### config.mk
export PLATFORM = sky130hd
export DESIGN_NAME = rom_bank_address_mapper
export DESIGN_NICKNAME = d
export VERILOG_FILES = /design/src/rtl/rbam_pkg.sv /design/src/rtl/rbam_regs.sv /design/src/rtl/rbam_map.sv /design/src/rtl/rbam_out_reg.sv /design/src/rtl/rom_bank_address_mapper.sv
export SDC_FILE = /design/constraint.sdc
export NUM_CORES = 1
export LEC_CHECK = 0
export BUFFER_PORTS_ARGS = -buffer_cell sky130_fd_sc_hd__clkbuf_2
export CORE_UTILIZATION = 46
export DETAILED_ROUTE_END_ITERATION = 10
export PLACE_DENSITY_LB_ADDON = 0.15
export REMOVE_ABC_BUFFERS = 1
export SYNTH_ARGS = -nofsm -noshare
export SYNTH_HDL_FRONTEND = slang
export SYNTH_SLANG_ARGS = --single-unit
### constraint.sdc
create_clock -name aclk -period 3.5 [get_ports aclk]
set_input_delay 0.35 -clock aclk [delete_from_list [all_inputs] [get_ports aclk]]
set_output_delay 0.35 -clock aclk [all_outputs]
set_load 0.01 [all_outputs]
### src/rtl/rbam_pkg.sv
// ----------------------------------------------------------------------------
// rbam_pkg
// Shared types, constants and helpers for the ROM bank address mapper.
// ----------------------------------------------------------------------------
package rbam_pkg;

    localparam int ADDR_W   = 16;
    localparam int DATA_W   = 8;
    localparam int MAP_W    = 21;
    localparam int SIZE_W   = 3;
    localparam int BANK_W   = 8;
    localparam int PAGE_SH  = 14;   // one ROM bank spans 16 KiB

    localparam logic [BANK_W-1:0] MAX_BANKS = 8'd64;
    localparam logic [BANK_W-1:0] BANK_ONE  = 8'd1;

    // access kinds carried in s_tuser
    localparam logic ACT_READ  = 1'b0;
    localparam logic ACT_WRITE = 1'b1;

    // rom size codes
    localparam logic [SIZE_W-1:0] SIZE_4   = 3'd1;
    localparam logic [SIZE_W-1:0] SIZE_8   = 3'd2;
    localparam logic [SIZE_W-1:0] SIZE_16  = 3'd3;
    localparam logic [SIZE_W-1:0] SIZE_32  = 3'd4;
    localparam logic [SIZE_W-1:0] SIZE_64  = 3'd5;

    // bank register update from the decode logic
    typedef struct packed {
        logic              we;
        logic [BANK_W-1:0] value;
    } bank_upd_t;

    // one decoded result
    typedef struct packed {
        logic [MAP_W-1:0] mapped_address;
        logic             accepted;
    } map_res_t;

    // bank mask for a size code, unused codes give no mask
    function automatic logic [BANK_W-1:0] bank_mask(input logic [SIZE_W-1:0] code);
        logic [BANK_W-1:0] m;
        case (code)
            SIZE_4:  m = 8'h03;
            SIZE_8:  m = 8'h07;
            SIZE_16: m = 8'h0F;
            SIZE_32: m = 8'h1F;
            SIZE_64: m = 8'h3F;
            default: m = 8'hFF;
        endcase
        return m;
    endfunction

endpackage

### src/rtl/rbam_regs.sv
// ----------------------------------------------------------------------------
// rbam_regs
// Holds the rom size code and the selected ROM bank number.
// ----------------------------------------------------------------------------
module rbam_regs import rbam_pkg::*; (
    input  logic              aclk,
    input  logic              aresetn,
    input  logic              cfg_we,
    input  logic [SIZE_W-1:0] cfg_wdata,
    input  bank_upd_t         bank_upd,
    output logic [SIZE_W-1:0] size_code,
    output logic [BANK_W-1:0] bank
);

    logic [SIZE_W-1:0] size_reg, size_next;
    logic [BANK_W-1:0] bank_reg, bank_next;

    // next values
    always_comb begin
        size_next = cfg_we ? cfg_wdata : size_reg;
        bank_next = bank_upd.we ? bank_upd.value : bank_reg;
    end

    // state registers
    always_ff @(posedge aclk) begin
        if (!aresetn) begin
            size_reg <= '0;
            bank_reg <= BANK_ONE;
        end else begin
            size_reg <= size_next;
            bank_reg <= bank_next;
        end
    end

    assign size_code = size_reg;
    assign bank      = bank_reg;

endmodule

### src/rtl/rbam_map.sv
// ----------------------------------------------------------------------------
// rbam_map
// Decodes one bus access: bank select writes and ROM address translation.
// ----------------------------------------------------------------------------
module rbam_map import rbam_pkg::*; (
    input  logic              take,
    input  logic              action,
    input  logic [ADDR_W-1:0] address,
    input  logic [DATA_W-1:0] write_data,
    input  logic [SIZE_W-1:0] size_code,
    input  logic [BANK_W-1:0] bank,
    output bank_upd_t         bank_upd,
    output map_res_t          res
);

    logic [BANK_W-1:0] bank_masked;
    logic [BANK_W-1:0] bank_eff;
    logic [BANK_W-1:0] bank_m1;
    logic [MAP_W-1:0]  bank_base;
    logic              in_rom;
    logic              bank_sel_hit;

    // effective bank, zero counts as one
    // the base is only used for banks up to 64, so the low bits of bank_m1 suffice
    always_comb begin
        bank_masked = bank & bank_mask(size_code);
        bank_eff    = (bank_masked == '0) ? BANK_ONE : bank_masked;
        bank_m1     = bank_eff - BANK_ONE;
        bank_base   = {bank_m1[MAP_W-PAGE_SH-1:0], {PAGE_SH{1'b0}}};
    end

    // address window decode
    assign in_rom       = (address[15] == 1'b0);
    assign bank_sel_hit = (address[15:13] == 3'b001);

    // bank register write, a written zero selects bank one
    always_comb begin
        bank_upd.we    = take && (action == ACT_WRITE) && bank_sel_hit;
        bank_upd.value = (write_data == '0) ? BANK_ONE : write_data;
    end

    // result
    always_comb begin
        res.mapped_address = '0;
        res.accepted       = 1'b0;
        if (in_rom) begin
            if (action == ACT_WRITE) begin
                res.accepted = 1'b1;
            end else if (address[14] == 1'b0) begin
                res.mapped_address = {{(MAP_W-ADDR_W){1'b0}}, address};
                res.accepted       = 1'b1;
            end else if (bank_eff <= MAX_BANKS) begin
                res.mapped_address = {{(MAP_W-ADDR_W){1'b0}}, address} + bank_base;
                res.accepted       = 1'b1;
            end
        end
    end

endmodule

### src/rtl/rbam_out_reg.sv
// ----------------------------------------------------------------------------
// rbam_out_reg
// Result register between the decode logic and the master stream side.
// ----------------------------------------------------------------------------
module rbam_out_reg import rbam_pkg::*; (
    input  logic     aclk,
    input  logic     aresetn,
    input  logic     in_valid,
    output logic     in_ready,
    input  map_res_t in_res,
    output logic     out_valid,
    input  logic     out_ready,
    output map_res_t out_res
);

    logic     valid_reg, valid_next;
    map_res_t res_reg, res_next;

    // free when empty or when the held beat leaves this cycle
    assign in_ready = !valid_reg || out_ready;

    always_comb begin
        valid_next = valid_reg;
        res_next   = res_reg;
        if (in_ready) begin
            valid_next = in_valid;
            if (in_valid) begin
                res_next = in_res;
            end
        end
    end

    // valid flag
    always_ff @(posedge aclk) begin
        if (!aresetn) begin
            valid_reg <= 1'b0;
        end else begin
            valid_reg <= valid_next;
        end
    end

    // payload
    always_ff @(posedge aclk) begin
        res_reg <= res_next;
    end

    assign out_valid = valid_reg;
    assign out_res   = res_reg;

endmodule

### src/rtl/rom_bank_address_mapper.sv
// ----------------------------------------------------------------------------
// rom_bank_address_mapper
// ROM bank controller for cartridge bus accesses, ROM banking only.
// ----------------------------------------------------------------------------
// Slave stream: one beat per bus access, s_tuser is the access kind
// (0 read, 1 write), s_tdata holds the address and the write byte.
// Master stream: one beat per access with the ROM image address in
// m_tdata and the accepted flag in m_tuser.
// A write to 0x2000-0x3FFF selects the ROM bank (zero selects bank 1),
// other writes below 0x8000 are accepted with no effect. Reads below
// 0x4000 pass through, reads at 0x4000-0x7FFF map into the selected bank.
// Accesses at 0x8000 and up, and banks above 64, are not accepted.
// cfg_wdata loads the rom size code on cfg_we; the user must load it only while
// the block is idle, the block itself does not enforce this. m_tvalid rises in the cycle after the accepted slave beat.
// Throughput: one beat per cycle while m_tready is high, set by the single result register.
// Reset: result register empty, bank 1 selected, size code 0 (no mask).
// Stall: while m_tready is low the held beat stays and s_tready drops
// once the result register is full.
// ----------------------------------------------------------------------------
module rom_bank_address_mapper import rbam_pkg::*; (
    input  logic              aclk,
    input  logic              aresetn,
    // configuration
    input  logic              cfg_we,
    input  logic [SIZE_W-1:0] cfg_wdata,   // rom_size_code
    // slave side
    input  logic              s_tvalid,
    output logic              s_tready,
    input  logic [23:0]       s_tdata,     // [15:0] address, [23:16] write_data
    input  logic              s_tuser,     // [0] action
    // master side
    output logic              m_tvalid,
    input  logic              m_tready,
    output logic [23:0]       m_tdata,     // [20:0] mapped_address, [23:21] zero
    output logic              m_tuser      // [0] accepted
);

    logic              take;
    logic [SIZE_W-1:0] size_code;
    logic [BANK_W-1:0] bank;
    bank_upd_t         bank_upd;
    map_res_t          res_comb;
    map_res_t          res_out;

    assign take = s_tvalid && s_tready;

    // configuration and bank state
    rbam_regs u_regs (
        .aclk      (aclk),
        .aresetn   (aresetn),
        .cfg_we    (cfg_we),
        .cfg_wdata (cfg_wdata),
        .bank_upd  (bank_upd),
        .size_code (size_code),
        .bank      (bank)
    );

    // access decode and address translation
    rbam_map u_map (
        .take       (take),
        .action     (s_tuser),
        .address    (s_tdata[15:0]),
        .write_data (s_tdata[23:16]),
        .size_code  (size_code),
        .bank       (bank),
        .bank_upd   (bank_upd),
        .res        (res_comb)
    );

    // result register
    rbam_out_reg u_out (
        .aclk      (aclk),
        .aresetn   (aresetn),
        .in_valid  (s_tvalid),
        .in_ready  (s_tready),
        .in_res    (res_comb),
        .out_valid (m_tvalid),
        .out_ready (m_tready),
        .out_res   (res_out)
    );

    assign m_tdata = {{(24-MAP_W){1'b0}}, res_out.mapped_address};
    assign m_tuser = res_out.accepted;

endmodule

### Yosys cells after proc, flatten, opt, wreduce, memory -nomap -nowiden

Index checks and enable logic that the tools add are counted.

* add/subtract/negate cells: 2
* magnitude comparators: 1
* equality and inequality tests: 6
* mux-type cells: 6
* bitwise gates (word level): 3
* reduce and logical (&&, ||, !) cells: 10

Operators with widths (count)
* $pmux 8 s5: 1
* $mux 15: 2
* $add 16x21->21: 1
* $logic_not 8->1: 2
* $mux 8: 2
* $and 8x8->8: 1
* $le 8x7->1 const B: 1
* $sub 7x1->7 const B: 1
* $eq 3x1->1 const B: 2
* $eq 3x2->1 const B: 2
* $eq 3x3->1 const B: 2
* $reduce_or 4->1: 1
* $logic_and 1x1->1: 3
* $not 1->1: 2
* $reduce_and 2->1: 1
* $reduce_or 2->1: 1
* $logic_not 1->1: 1
* $logic_or 1x1->1: 1
* $mux 1: 1

* register bits: 34
* input bits: 33
* output and inout port bits: 27
* word-level logic and storage cells: 34

### Logic depth before layout (Yosys ltp)

Gate-level depths: netlist (run 1).

* word-level depth: 10
* mapped depth: 15
* mapped depth without buffers: 13

### By module

From an unflattened synthesis (run 1), not the netlist that was laid out.

* cell total of the unflattened synthesis: 164
* area, all modules: 1806.7 um^2

Modules (own cells, without submodules)
* rbam_out_reg: instances 1, cells each 27, area each 718.2 um^2, seq. area each 680.7 um^2
* rbam_map: instances 1, cells each 97, area each 644.4 um^2, seq. area each 0.0 um^2
* rbam_regs: instances 1, cells each 35, area each 411.6 um^2, seq. area each 220.2 um^2
* rom_bank_address_mapper: instances 1, cells each 5, area each 32.5 um^2, seq. area each 0.0 um^2

### Worst setup path after synthesis (run 1)

No wires, ideal clock.

* path type: reg-to-reg
* from: reg u_regs.size_reg[1] (netlist: u_regs.size_code[1])
* to: reg u_out.res_reg (netlist bit u_out.out_res[20]), data pin
* setup time: 258 ps
* arrival time: 2998 ps
* required time: 3242 ps
* path slack: 243 ps
* stages on the path, launching flop included: 15
* buffers on the path: 1
* clock period less this slack: 3257 ps
* cells stage by stage: dfxtp_1 > inv_1 > ha_1 > or4b_1 > buf_2 > o211a_4 > nor4_4 > a21oi_1 > ha_1 > inv_1 > ha_1 > a21oi_1 > a221oi_1 > xor2_1 > nor2_1

* cells in the longest elaborated chain, start to end: 8
* elaborated cells between the ends (all ways): 14
* classes of those cells: add/sub (2); order compare (1); eq/ne (5); mux (2); bitwise (2); reduce/logical (2)

RTL lines
* start: declaration: RTL line rbam_regs.sv:15 `logic [SIZE_W-1:0] size_reg, size_next;`
* start signal: assignment: RTL line rbam_regs.sv:30 `size_reg <= size_next;`
* $eq 3x3->1 (tied with other cells): RTL line rbam_pkg.sv:43 `case (code)`
* $pmux 8 s5 (*): RTL line rbam_pkg.sv:43
* $and 8x8->8 (*): RTL line rbam_map.sv:26 `bank_masked = bank & bank_mask(size_code);`
* $logic_not 8->1: RTL line rbam_map.sv:27 `bank_eff = (bank_masked == '0) ? BANK_ONE : bank_masked;`
* $mux 8 (*): RTL line rbam_map.sv:27
* branches (longest 3 deep; another with $add 16x21->21)
* end signal: assignment: RTL line rbam_out_reg.sv:44 `res_reg <= res_next;`
* end: declaration: RTL line rbam_out_reg.sv:17 `map_res_t res_reg, res_next;`

Every way passes the cells marked *.
A chain may end at the register's enable or synchronous reset.

### Worst setup path after layout (run 1)

* from: reg u_regs.size_reg[1] (netlist: u_regs.size_code[1])
* to: reg u_out.res_reg (netlist bit u_out.out_res[19]), data pin

The elaborated chain is that of the path after synthesis.

==> results of run 1 <==
[path summary, 6_finish.rpt]
check | start | to | slack (ns) | depth (start not counted)
max | u_regs.size_code[1] | u_out.out_res[19] | 0.21 | 11
min | s_tvalid | u_out.out_valid | 0.31 | 3
min reg2reg | u_regs.bank[0] | u_regs.bank[0] | 0.53 | 2
max reg2reg | u_regs.size_code[1] | u_out.out_res[19] | 0.21 | 11
[kinds of logic (layout without fill, tap and decap cells)]
group | after synthesis | in the layout | synth area share
other | 1 | 3 | 0.00200
xor gates and xnor gates | 6 | 6 | 0.0280
buffers and inverters | 19 | 78 | 0.0467
AOI/OAI and AO/OA | 25 | 25 | 0.0961
DFF | 34 | 34 | 0.481
adders and majority gates | 6 | 6 | 0.0441
muxes | 13 | 13 | 0.0694
and+or+nand+nor | 71 | 71 | 0.233
[per-layer routing]
layer,share of wire,vias to the layer above,GRT usage
met5,0,-,0
met4,0.012,0,0.0842
met3,0.051,6,0.0603
met2,0.53,51,0.379
met1,0.41,691,0.218
li1,-,739,-
[area by class of cell]
class / count / area, um^2 / area share
Timing Repair Buffer: 60 / 310 / 0.134
Tap cell: 48 / 60.1 / 0.0259
Inverter: 10 / 37.5 / 0.0162
Multi-Input combinational cell: 124 / 930 / 0.401
Clock buffer: 6 / 72.6 / 0.0313
Sequential cell: 34 / 902 / 0.389
Clock inverter: 2 / 8.76 / 0.00377
[Yosys cell counts, types with 2 or more instances]
| master | count |
|---|---|
| ha_1 | 5 |
| or2_2 | 2 |
| nand4_1 | 3 |
| nor3b_1 | 2 |
| nor3_1 | 4 |
| inv_1 | 10 |
| nand2_1 | 6 |
| buf_4 | 4 |
| o21ai_0 | 4 |
| clkbuf_1 | 4 |
| nor2b_1 | 14 |
| o211ai_1 | 3 |
| nor2_1 | 7 |
| mux2i_1 | 13 |
| dfxtp_1 | 12 |
| and2_1 | 16 |
| o311ai_1 | 2 |
| xnor2_1 | 5 |
| nand3_1 | 8 |
| a21oi_1 | 7 |
| edfxtp_1 | 22 |
[per-stage QoR]
stage | hold WS, ns | power (mW) | util | cells | worst slack [ns]
finish | 0.305 | 0.833 | 0.615 | 284 | 0.210
global route | 0.330 | 0.869 | 0.615 | 284 | 0.0565
CTS | 0.305 | 0.838 | 0.607 | 284 | 0.0290
detailed placement | 0.509 | 0.564 | 0.584 | 276 | 0.0103
global placement | 0.494 | 0.559 | 0.584 | 276 | 0.203
floorplan | 0.439 | 0.515 | - | 168 | 0.239
[tightest hold or removal path, cell delays in order]
cell and delay (ns):
clkbuf_2 0.08, inv_1 0.04, a21boi_0 0.07
[power groups by stage]
stage               combinational [mW]  clock (mW)  sequential, mW
global route                     0.114       0.296           0.459
floorplan                       0.0428           0           0.472
global placement                0.0954           0           0.463
finish                           0.102       0.275           0.457
CTS                              0.100       0.281           0.456
detailed placement              0.0991           0           0.465
[what timing repair did]
action                                  CTS  global route
buffers inserted                          0             0
pin swaps                                 0             0
resized for setup                         1             6
endpoints found under the setup margin    1             4
==> metrics.md, run 1 <==
| Metric | Value |
|---|---|
| Max-Slew Margin vs Limit | `0.613` |
| Status | `completed` |
| Kind of critical path | `reg -> reg` |
| I/O pin total | `60` |
| Die area | `0.00433 mm^2` |
| Routed Antenna Nets | `0` |
| Slowest cell delay on critical path | `around 0.53 ns` |
| Startpoint types | `flip-flop` |
| Worst-margin pin slew | `0.578 ns` |
| Peak VDD IR | `~0.00028 V` |
| YS warnings | `0` |
| Int Power | `0.631 mW` |
| CTS Buffer Depth | `2` |
| Yosys top cell area share | `0.352` |
| Yosys cell types | `43` |
| Drt drc | `0` |
| Worst EP arrival | `approximately 3.3 ns` |
| Final Max Tran Viols | `0` |
| Vias per cell | `5.24` |
| Core ar. | `0.00377 mm^2` |
| Initial antenna violation count | `0` |
| Synth Register Bits | `34` |
| Total grt overflow | `0` |
| CTS tree | `yes` |
| CTS root buf | `clkbuf_8` |
| Vias in the first global route | `around 1500` |
| Clk pin slew, worst setup/hold paths | `~0.070 ns` |
| Most frequent cells in the layout | `56 x clkbuf_2, 22 x edfxtp_1, 16 x and2_1, 14 x nor2b_1, 13 x mux2i_1` |
| Max reg flops | `22` |
| Clk_skew | `around 0.0074 ns` |
| Critical path peak fanout | `6` |
| DR iter-0 viols | `117` |
| Skew-Pair Late Insertion Delay | `slightly below 0.3 ns` |
| Post-synth ARST share | `0` |
| PwrDens | `359 mW/mm^2` |
| Wire per inst | `between 10 and 15 um` |
| Port bufs | `56` |
| Mapped Area | `0.00187 mm^2` |
| Starting density of the core | `0.497` |
| Fmax | `0.304 GHz` |
| Clock Sinks | `34` |
| Net count reported at finish | `roughly 270` |
| First-pass GRT wire length | `around 6.7 mm` |
| Commonest non-fill, non-tap cell in the layout | `clkbuf_2` |
| Pre-antenna DRT Iters | `4` |
| Clock power frac | `0.330` |
| Worst Path Required | `3.54 ns` |
| CP Capture Type | `flip-flop` |
| DP HPWL | `3.03 mm` |
| Tcrit/Tclk final | `0.940` |
| GP Congestion | `between 0.8 and 0.9` |
| Syn_area_per_cell | `around 11 um^2` |
| Main area contributors after synthesis | `edfxtp_1 35%, dfxtp_1 13%, mux2i_1 6.9%` |
| Fin crit period | `3.29 ns` |
| CTS hold repair buffers | `0` |
| Fin. Hold Viols | `0` |
| Fill cells | `317` |
| RSZ-0062 raised after global routing | `false` |
| Synth area leader | `edfxtp_1` |
| Die Span X | `65.8 um` |
| Class of the worst hold path | `in -> reg` |
| Net switching power | `between 0.2 and 0.25 mW` |
| Largest net degree at the start of global routing | `24` |
| Worst path bufs/invs | `1` |
| Combinational power share | `0.122` |
| Area delta synth->final | `23.8%` |
| Die height | `65.8 um` |
| Gate Count Post-Synth | `between 150 and 200` |
| Register share of total power | `0.548` |
| Top_reg_cell synth | `edfxtp_1` |
| Setup violators final | `0` |
| Ratio of cells with drive above 1 in the final layout | `0.335` |
| Leak pwr | `0.975 nW` |
| Placed cell area | `about 0.0022 mm^2` |
| Std-Cell Rows | `22` |
| Max_cap viols | `0` |
| Gr usage total | `0.207` |
| Seq/Total Area, Yosys | `0.481` |
| CP Cell Sequence | `inv_1 > ha_4 > or4b_4 > o211a_4 > nor4_4 > a21oi_2 > ha_1 > fa_1 > a31oi_2 > xnor2_1 > nor2b_1` |
| CTS H-tree lvls | `2` |
| Vias | `1487` |
| Switching Fraction | `0.242` |
| Design area | `between 0.002 and 0.0025 mm^2` |
| Slowest cell on the critical path | `or4b_4` |
| Routed WL | `3.96 mm` |
| EDFF count, synth | `22` |
| Cts bufs inserted | `5` |
| TNS Setup | `0 ns` |
| Diodes inserted | `0` |
| CP delay by family, top | `simple AND/OR/NAND/NOR gates` |
Note: power is estimated with default switching activity, not from simulation.
==> run 2, diff against run 1 <==
--- a/config.mk
+++ b/config.mk
@@ -6,6 +6,7 @@
 export NUM_CORES = 1
 export LEC_CHECK = 0
 export BUFFER_PORTS_ARGS = -buffer_cell sky130_fd_sc_hd__clkbuf_2
+export CORE_ASPECT_RATIO = 0.75
 export CORE_UTILIZATION = 46
 export DETAILED_ROUTE_END_ITERATION = 10
 export PLACE_DENSITY_LB_ADDON = 0.15
==> run 2 against run 1 <==
- sequential share of layout area decreased by 0.86 points
- wire length is 5.9% lower
- combinational power about the same
- global-route usage shrank 2.3 points
- worst hold slack got worse by 0.0051 ns
- clock power rose by 57%
- largest cell class unchanged
==> metrics.md, run 2 (same netlist as run 1, synthesis figures left out) <==
| Metric | Value |
|---|---|
| Worst Hold Launch | `s_tvalid` |
| DR iter-0 viols | `90` |
| Clock Sinks | `34` |
| Placed instance count | `roughly 280` |
| Die area | `0.00434 mm^2` |
| Worst hold path depth | `3` |
| Max-Slew Margin vs Limit | `0.592` |
| I/O pin total | `60` |
| Routed Antenna Nets | `0` |
| CP Capture Type | `flip-flop` |
| Core ar. | `0.00378 mm^2` |
| Multi-input logic area | `~910 um^2` |
| Hold_ws | `around 0.3 ns` |
| Startpoint types | `flip-flop` |
| TNS Setup | `0 ns` |
| Final Max Tran Viols | `0` |
| Clk pin slew, worst setup/hold paths | `0.07 ns` |
| Ratio of cells with drive above 1 in the final layout | `0.338` |
| Die Span X | `approximately 76 um` |
| Initial antenna violation count | `0` |
| Die height | `57.3 um` |
| Commonest non-fill, non-tap cell in the layout | `clkbuf_2` |
| Drt drc | `0` |
| Area delta synth->final | `26.6%` |
| Setup violators final | `0` |
| Class of the worst hold path | `in -> reg` |
| Worst-margin pin slew | `0.602 ns` |
| Wire per inst | `12.9 um` |
| Max reg flops | `22` |
| Worst EP arrival | `~3.4 ns` |
| Starting density of the core | `0.496` |
| Cts bufs inserted | `5` |
| Gr usage total | `0.184` |
| CTS hold repair buffers | `0` |
| Fin. Hold Viols | `0` |
| Clk_skew | `~0.0049 ns` |
| CTS Buffer Depth | `2` |
| Diodes inserted | `0` |
| Vias in the first global route | `approximately 1300` |
| Max_cap viols | `0` |
| Skew-Pair Late Insertion Delay | `~0.28 ns` |
| Reg2reg end | `u_out.out_res[19]` |
| Final Non-Filler Cells | `289` |
| Pre-antenna DRT Iters | `4` |
| Tcrit/Tclk final | `0.955` |
| Peak VDD IR | `0.000374 V` |
| R2r worst-path depth | `11` |
| CTS tree | `yes` |
| RR Startpoint | `u_regs.size_code[1]` |
| Status | `completed` |
| CTS root buf | `clkbuf_8` |
| Post-layout util | `0.628` |
| Overall power | `0.987 mW` |
| Most frequent cells in the layout | `56 x clkbuf_2, 22 x edfxtp_1, 16 x and2_1, 14 x nor2b_1, 13 x mux2i_1` |
| Crit path top cell by count | `ha_1` |
| Slowest cell on the critical path | `fa_1` |
| First-pass GRT wire length | `5.93 mm` |
| Largest net degree at the start of global routing | `24` |
| Std-Cell Rows | `19` |
| Total grt overflow | `0` |
| Vias per cell | `slightly above 5` |
| CTS H-tree lvls | `2` |
| Critical path peak fanout | `6` |
| Vias | `1465` |
| GP Congestion | `about 0.88` |
| Fill cells | `308` |
| FF-to-FF setup slack | `0.16 ns` |
| CP Cell Sequence | `inv_1 > ha_1 > or2_2 > o211a_4 > nor4_4 > a21oi_1 > ha_1 > fa_1 > a31oi_2 > xnor2_1 > nor2b_1` |
| Worst Path Required | `3.54 ns` |
| PwrDens | `roughly 420 mW/mm^2` |
| Leak pwr | `approximately 1 nW` |
| FF+latch area | `around 900 um^2` |
| Fin crit period | `3.34 ns` |
| Port bufs | `56` |
| Hold Path Sink | `u_out.out_valid` |
| Net count reported at finish | `275` |
| Post-cts resize count | `0` |
| Fmax | `0.299 GHz` |
| Kind of critical path | `reg -> reg` |
| Slowest cell delay on critical path | `0.49 ns` |
| DP HPWL | `2.78 mm` |
| Routed WL | `3.73 mm` |
| Setup repair bufs after CTS | `0` |
[run 2: cell types whose count changed in the layout (fill, tap and decap cells not counted)]
cell	before	now
ha_1	4	5
buf_4	4	5
clkinv_4	0	1
ha_4	1	0
clkinv_2	1	0
bufinv_16	0	2
clkbuf_1	1	0
clkinv_1	1	0
a21oi_1	5	6
a21oi_2	2	1
[run 2: report_power, final]
group	leakage, nW	internal, mW	switching (mW)
combinational	0.620	0.0455	0.0537
sequential	0.318	0.447	0.00821
clock	0.0683	0.285	0.148
total	1.01	0.778	0.209
[run 2: per-layer routing]
| layer | up-vias | track usage | wire (um) |
|---|---|---|---|
| met5 | - | 0 | 0 |
| met2 | 54 | 0.263 | 1630 |
| met3 | 6 | 0.0512 | 235 |
| li1 | 747 | - | - |
| met1 | 658 | 0.274 | 1810 |
| met4 | 0 | 0.0476 | 49 |
[run 2: worst max-delay path by stage]
| stage | start | to | cells past startpoint |
|---|---|---|---|
| 3_5_place_dp | u_regs.size_code[1] | u_out.out_res[19] | 11 |
| 6_report | u_regs.size_code[1] | u_out.out_res[19] | 11 |
| 4_1_cts | u_regs.size_code[1] | u_out.out_res[20] | 13 |
| 5_1_grt | u_regs.size_code[1] | u_out.out_res[19] | 11 |
| 2_1_floorplan | u_regs.size_code[1] | u_out.out_res[20] | 13 |
| 3_3_place_gp | u_regs.size_code[1] | u_out.out_res[19] | 11 |
[run 2: metrics by stage]
| step | worst slack (ns) | cell area [um^2] |
|---|---|---|
| floorplan | 0.239 | 1830 |
| global placement | 0.172 | 2210 |
| detailed placement | 0.0817 | 2210 |
| CTS | 0.0611 | 2350 |
| global route | -0.00893 | 2370 |
| finish | 0.156 | 2370 |
[run 2: critical path: cells and delay by family (launching register included)]
kind | cells | cell delay, ns
AOI/OAI and AO/OA | 3 | 0.65
and+or+nand+nor | 3 | 0.74
buffers and inverters | 1 | 0.05
xor gates and xnor gates | 1 | 0.09
DFF | 1 | 0.37
adders and majority gates | 3 | 1.20
[run 2: final cells by class]
| type | instances | share of cell area |
|---|---|---|
| clock inverter | 3 | 0.0290 |
| clock buffer | 5 | 0.0290 |
| tap | 52 | 0.0274 |
| multi-input combinational | 124 | 0.385 |
| sequential | 34 | 0.380 |
| timing repair buffer | 61 | 0.134 |
| inverter | 10 | 0.0158 |
==> run 3, diff against run 2 <==
--- a/config.mk
+++ b/config.mk
@@ -7,10 +7,12 @@
 export LEC_CHECK = 0
 export BUFFER_PORTS_ARGS = -buffer_cell sky130_fd_sc_hd__clkbuf_2
 export CORE_ASPECT_RATIO = 0.75
-export CORE_UTILIZATION = 46
+export CORE_UTILIZATION = 45
 export DETAILED_ROUTE_END_ITERATION = 10
-export PLACE_DENSITY_LB_ADDON = 0.15
+export PLACE_DENSITY = 0.75
 export REMOVE_ABC_BUFFERS = 1
+export SETUP_SLACK_MARGIN = 0.15
 export SYNTH_ARGS = -nofsm -noshare
 export SYNTH_HDL_FRONTEND = slang
+export SYNTH_HIERARCHICAL = 1
 export SYNTH_SLANG_ARGS = --single-unit
==> run 3 against run 2 <==
- non-clock buffer count is 4 lower
- clock power is 39% lower
- critical endpoint is now u_out/out_res[20]
- fmax is 8.8% higher
- register-to-register slack better by 0.27 ns
- sequential cell count stayed put
- sequential share of layout area is 3.3 points higher
- clock skew is 0.00080 ns higher
- sequential power hardly changed
- area after synthesis is 3.6% lower
- highest routed layer unchanged
- critical path depth stayed put
==> metrics.md, run 3 <==
| Metric | Value |
|---|---|
| GP Congestion | `0.775` |
| Max-Slew Margin vs Limit | `0.665` |
| Total grt overflow | `0` |
| Port bufs | `56` |
| Cts bufs inserted | `5` |
| Die height | `56.9 um` |
| EDFF count, synth | `22` |
| Placed instance count | `261` |
| Kind of critical path | `reg -> reg` |
| Worst-margin pin slew | `between 0.5 and 0.6 ns` |
| CTS H-tree lvls | `2` |
| Worst Path Required | `3.54 ns` |
| CTS Buffer Depth | `2` |
| FF-to-FF setup slack | `0.43 ns` |
| Slowest cell delay on critical path | `between 0.4 and 0.5 ns` |
| DR iter-0 viols | `44` |
| Post-layout util | `0.580` |
| Vias in the first global route | `1234` |
| CTS hold repair buffers | `0` |
| Slowest cell on the critical path | `nor3_1` |
| Routed WL | `3.34 mm` |
| Fmax | `0.325 GHz` |
| Die area | `between 0.004 and 0.005 mm^2` |
| Gr usage total | `0.175` |
| Hold_ws | `0.309 ns` |
| Yosys cell types | `45` |
| Setup repair bufs after CTS | `0` |
| Pre-antenna DRT Iters | `4` |
| I/O pin total | `60` |
| Register share of total power | `0.561` |
| Combinational power share | `0.113` |
| Overall power | `0.816 mW` |
| Most common library cells after synthesis | `22 x edfxtp_1, 18 x and2_1, 12 x dfxtp_1, 11 x mux2i_1, 10 x nor2b_1` |
| Wire per inst | `around 12 um` |
| Fin. Hold Viols | `0` |
| Critical path peak fanout | `9` |
| First-pass GRT wire length | `roughly 5.4 mm` |
| Vias | `around 1300` |
| Ratio of cells with drive above 1 in the final layout | `0.346` |
| CTS root buf | `clkbuf_8` |
| CP Cell Sequence | `nor3_1 > o22a_1 > nor2_1 > a21oi_1 > ha_1 > inv_1 > a31oi_1 > xnor2_1 > or3b_1 > nor3_1 > and3b_1` |
| Seq/Total Area, Yosys | `0.499` |
| Reg2reg end | `u_out/out_res[20]` |
| Final Non-Filler Cells | `269` |
| Placed cell area | `0.00210 mm^2` |
| Placement Setup Slack | `0.486 ns` |
| Clock Sinks | `34` |
| Status | `completed` |
| Critical Path Source | `u_regs/size_code[1]` |
| Commonest non-fill, non-tap cell in the layout | `clkbuf_2` |
| Gate Count Post-Synth | `164` |
| RR Startpoint | `u_regs/size_code[1]` |
| Core ar. | `0.00376 mm^2` |
| Syn_area_per_cell | `11.0 um^2` |
| Top_reg_cell synth | `edfxtp_1` |
| Mapped Area | `0.00181 mm^2` |
| Diodes inserted | `0` |
| Post-synth ARST share | `0` |
| PwrDens | `375 mW/mm^2` |
| Net switching power | `0.189 mW` |
| Starting density of the core | `0.481` |
| Peak VDD IR | `0.000234 V` |
| Setup violators final | `0` |
| Fin crit period | `a little over 3 ns` |
| Clock power frac | `0.326` |
| Startpoint types | `flip-flop` |
| Clk_skew | `0.00574 ns` |
| Critical path endpoint | `u_out/out_res[20]` |
| Synth area leader | `edfxtp_1` |
| Std-Cell Rows | `19` |
| Drt drc | `0` |
| CTS tree | `yes` |
| Clk pin slew, worst setup/hold paths | `0.06 ns` |
| Max_cap viols | `0` |
| Initial antenna violation count | `0` |
| Routed Antenna Nets | `0` |
| Skew-Pair Late Insertion Delay | `0.28 ns` |
| Leak pwr | `0.922 nW` |
| Tcrit/Tclk final | `0.878` |
| Int Power | `0.627 mW` |
| DP HPWL | `approximately 2.6 mm` |
| Design area | `0.00218 mm^2` |
| Worst EP arrival | `about 3.1 ns` |
| Fin worst setup slack | `between 0.4 and 0.5 ns` |
| Max reg flops | `22` |
| Final Max Tran Viols | `0` |
| CP Capture Type | `flip-flop` |
| Net count reported at finish | `about 250` |
| Most frequent cells in the layout | `56 x clkbuf_2, 22 x edfxtp_1, 18 x and2_1, 12 x dfxtp_1, 11 x mux2i_1` |
| Main area contributors after synthesis | `edfxtp_1 37%, dfxtp_1 13%, and2_1 6.2%` |
| Die Span X | `75.2 um` |
| YS warnings | `6` |
| Vias per cell | `4.91` |
| Crit path top cell by count | `nor3_1` |
| R2r worst-path depth | `11` |
| TNS Setup | `0 ns` |
| Area delta synth->final | `20.6%` |
| Class of the worst hold path | `in -> reg` |
| Synth Register Bits | `34` |
| Switching Fraction | `0.231` |
| Yosys top cell area share | `0.366` |
| Post-cts resize count | `0` |
| RSZ-0062 raised after global routing | `false` |
| Largest net degree at the start of global routing | `23` |
| Cell with the most instances after synthesis | `edfxtp_1` |
==> run 3: cell types whose count changed after synthesis, moves of 3 or more <==
cell      previous run  this run
a21oi_1              7         2
nor2b_1             14        10
o211ai_1             3         0
nand3_1              8         0
inv_1               10         7
o21ai_1              0         3
o21a_1               0         4
a21boi_2             0         3
clkbuf_1             4         8
nand4_1              3         0
==> run 3: worst min path at each step <==
stage | startpoint | end | cells past startpoint
after floorplan | aresetn | u_regs/bank[0] | 1
after global placement | u_out/out_valid | u_out/out_valid | 2
after detailed placement | u_out/out_valid | u_out/out_valid | 2
after CTS | s_tvalid | u_out/out_valid | 3
after global routing | s_tvalid | u_out/out_valid | 3
final | s_tvalid | u_out/out_valid | 3
==> run 3: logic make-up (layout without fill, tap and decap cells) <==
logic type | count (synthesis) | in the layout | synth area share
simple gates | 60 | 60 | 0.200
flops | 34 | 34 | 0.499
compound gates | 26 | 26 | 0.112
buf+inv | 21 | 72 | 0.0568
mux | 12 | 12 | 0.0672
fa+ha+maj | 5 | 5 | 0.0388
xor+xnor | 5 | 5 | 0.0242
other cells | 1 | 3 | 0.00208
==> run 3: cell type report <==
cell class	count	area, um^2
Clock buffer	6	72.6
Multi-Input combinational cell	111	817
Tap cell	52	65.1
Clock inverter	2	8.76
Sequential cell	34	901
Inverter	7	26.3
Fill cell	356	1580
Timing Repair Buffer	57	288
==> run 3: critical path, delay by kind of cell (launching register included) <==
kind                     cells  cell delay (ns)
AND/OR/NAND/NOR              5             1.23
adder cells (fa/ha/maj)      1             0.22
XOR/XNOR                     1             0.19
AO/OA/AOI/OAI                3             0.73
buffers and inverters        1             0.06
flip-flops                   1             0.38
==> run 3: power groups by stage <==
stage | Clock, mW | Sequential, mW | Combinational, mW
6_report | 0.266 | 0.458 | 0.0921
5_1_grt | 0.291 | 0.460 | 0.102
4_1_cts | 0.277 | 0.458 | 0.0931
3_5_place_dp | 0 | 0.466 | 0.0928
3_3_place_gp | 0 | 0.465 | 0.0909
2_1_floorplan | 0 | 0.473 | 0.0391
==> run 3: routing by layer <==
metal  vias up  share of wire  GRT usage
met1       604           0.47      0.222
li1        666              -          -
met4         0          0.021     0.0794
met2        41           0.47      0.273
met5         -              0          0
met3         9          0.045     0.0503
